### src/ttps_ram.sv
// ttps_ram: generic single-port synchronous ram, registered read
// depends on nothing

module ttps_ram #(
    parameter int unsigned WIDTH = 8,
    parameter int unsigned DEPTH = 16
) (
    input  logic                     aclk,
    input  logic                     we,
    input  logic                     re,
    input  logic [$clog2(DEPTH)-1:0] addr,
    input  logic [WIDTH-1:0]         wdata,
    output logic [WIDTH-1:0]         rdata
);

    logic [WIDTH-1:0] mem [DEPTH];
    logic [WIDTH-1:0] rdata_reg;

    always_ff @(posedge aclk) begin
        if (we) begin
            mem[addr] <= wdata;
        end
        if (re) begin
            rdata_reg <= mem[addr];
        end
    end

    assign rdata = rdata_reg;

endmodule

### config.mk
export PLATFORM = sky130hd
export DESIGN_NAME = ttps_ram
export DESIGN_NICKNAME = d
export VERILOG_FILES = /design/src/ttps_ram.sv
export SDC_FILE = /design/constraint.sdc
export NUM_CORES = 1
export LEC_CHECK = 0
export BUFFER_PORTS_ARGS = -buffer_cell sky130_fd_sc_hd__buf_2
export CORE_MARGIN = 3
export CORE_UTILIZATION = 57
export CTS_BUF_LIST = sky130_fd_sc_hd__clkbuf_4 sky130_fd_sc_hd__clkbuf_8 sky130_fd_sc_hd__clkbuf_16
export DETAILED_ROUTE_END_ITERATION = 8
export GPL_TIMING_DRIVEN = 0
export PLACE_DENSITY_LB_ADDON = 0.15
export SLEW_MARGIN = 20
export SYNTH_ARGS = -nofsm -noshare
export SYNTH_HDL_FRONTEND = slang
export SYNTH_SLANG_ARGS = --single-unit
### constraint.sdc
create_clock -name aclk -period 2.61 [get_ports aclk]
set_clock_uncertainty 0.1 [all_clocks]
set_input_delay 0.783 -clock aclk [delete_from_list [all_inputs] [get_ports aclk]]
set_output_delay 0.783 -clock aclk [all_outputs]
set_load 0.005 [all_outputs]
==> flow_summary_export.csv <==
group,metric,value,unit
outcome,outcome,"completed",
cts,numCtsBuffers,17,
place,place_congestion,0.789,
layout,largest_register_ff_count,128,
grt,grt_pass1_vias,2492,
critical_path,setup.worst_path.end_class,"register",
grt,grt_max_degree,17,
critical_path,worstSetupStartpointType,"input port",
layout,drive_above_1_share,32.3,%
layout,layout_common_cells,"edfxtp_1 (136), mux4_2 (32), buf_2 (22)",
layout,fin_nets,284,
synth,syn_nets,245,
cts,cts_hold_buf,0,
routing,wl_per_cell,24.6,um
routing,postRouteAntennaNets,0,
synth,ys_ff_latch,136,
synth,syn_area_per_cell,22.4,um^2
pwr,p_leak,1.94,nW
critical_path,cp.required,2650,ps
critical_path,path_max_fanout,10,
synth,synthCells,230,
layout,fillers,560,
die,die_w,101,um
cts,cts_resized,0,
routing,drtIter0Drc,155,
layout,antennaDiodeCount,0,
synth,ys_types,17,
critical_path,crit_start,"addr[1]",
routing,first_pass_iters,5,
critical_path,crit_type,"in -> reg",
synth,yosysWarnings,0,
pwr,powerDensity,836,nW/um^2
layout,fin_area,5980,um^2
routing,drt-vias-per-instance,6.07,
synth,seq_area_frac_synth,79.3,%
die,rows,34,
cts,cts_tree,"built",
timing,rsz0062_at_grt,"yes",
critical_path,worstReg2RegStart,"mem[14][3]",
place,numPortBuffers,20,
die,die_area,10200,um^2
pwr,peakVddDrop,468,uV
job,drv_cap,0,
grt,grt_pass1_wl,14.5,mm
critical_path,rr_endpoint,"rdata[3]",
cts,post_cts_buffers,0,
timing,max_freq,401,MHz
critical_path,r2r_cells,3,
routing,wl,9.60,mm
layout,layout_commonest_cell,"edfxtp_1",
timing,relSlewSlack,43.4,%
worst_hold_path,holdCritStartpoint,"re",
place,dp_hpwl,5.97,mm
layout,area_delta_synth_final,16.2,%
critical_path,cp_data_arrival_time,2530,ps
critical_path,endpoint,"mem[11][0]",
timing,drv_slew,0,
routing,vias,2366,
die,die_height,101,um
cts,max-clock-path-buffers,2,
timing,fin_crit_sh,95.5,%
grt,gr-total-overflow,0,
cts,cts_sinks,136,
cts,root_buffer,"clkbuf_8",
die,core,8760,um^2
cts,h-tree-depth,4,
die,start_util,58.7,%
grt,antenna_found_initial,0,
timing,fin_tns_setup,0,ps
timing,min_period,2490,ps
timing,setup_violations,0,
timing,hold_viol,0,
routing,drc,0,
worst_hold_path,hold_class,"in -> reg",
die,boundaryPins,23,
critical_path,r2r_slack,1000,ps
timing,worst_pin_slew,845,ps
cts,clk_pin_slew,60,ps
place,placed_cell_area,5400,um^2
cts,insertion_delay,510,ps
synth,syn-cell-area,5150,um^2
grt,grt_usage,21.0,%
## metrics by stage
stage          power (W)  worst slack, ps  instances  util, %  hold slack, ps
6_report         0.00500              117        390     68.3             528
5_1_grt          0.00513             14.2        390     68.3             509
4_1_cts          0.00502              124        390     68.2             508
3_5_place_dp     0.00275             -400        358     61.7             665
3_3_place_gp     0.00274             -415        358     61.4             650
2_1_floorplan    0.00264              234        230        -             610
## worst min path at each step
stage                     endpoint  slack [ps]  depth (start not counted)
final                     rdata[2]         530                          1
after global routing      rdata[3]         510                          1
after CTS                 rdata[3]         510                          1
after detailed placement  rdata[3]         670                          3
after global placement    rdata[6]         650                          3
after floorplan           rdata[0]         610                          3
## synth_stat cells (all sizes together)
cell type / instances / area (um^2)
a22oi: 16 / 120
nor3: 4 / 20.0
and2: 1 / 6.26
nand2b: 2 / 12.5
buf: 8 / 47.5
nor2b: 2 / 12.5
mux4: 32 / 721
clkbuf: 3 / 12.5
nand2: 9 / 33.8
nor2: 13 / 48.8
edfxtp: 136 / 4080
nand3: 1 / 5.00
nand3b: 2 / 15.0
or3b: 1 / 8.76
## cells by family (layout without fill, tap and decap cells)
family                 count (synthesis)  count (layout)  share of synthesized area [%]
flip-flops                           136             136                           79.3
AO/OA/AOI/OAI                         16              16                           2.33
AND/OR/NAND/NOR                       35              35                           3.16
multiplexers                          32              32                           14.0
buffers and inverters                 11              63                           1.17
## metal layers
layer	wire [um]	part of all wire (%)	GRT usage, %	up-vias
li1	-	-	-	1051
met1	3960	41	28.9	1200
met2	4770	50	31.6	96
met3	607	6.3	6.57	19
met4	265	2.8	8.49	0
met5	0	0	0	-
## area by class of cell
type | instances | area, um^2 | area share, %
well taps | 108 | 135 | 2.26
repair buffers | 20 | 100 | 1.67
plain buffers | 11 | 60.1 | 1.00
clock inverters | 14 | 156 | 2.61
flip-flops and latches | 136 | 4080 | 68.3
clock buffers | 18 | 422 | 7.05
multi-input cells | 83 | 1030 | 17.1
## power by group
part,leakage [nW],internal [W],switching (W)
logic,0.424,0.0000902,0.000136
clock network,0.279,0.00145,0.000849
registers,1.24,0.00246,0.0000113
total,1.94,0.00400,0.000996
## critical path, cell delays in order
cell	delay [ps]
buf_2	280
buf_1	520
nand2_1	240
nor2_1	700
Note: power is estimated with default switching activity, not from simulation.
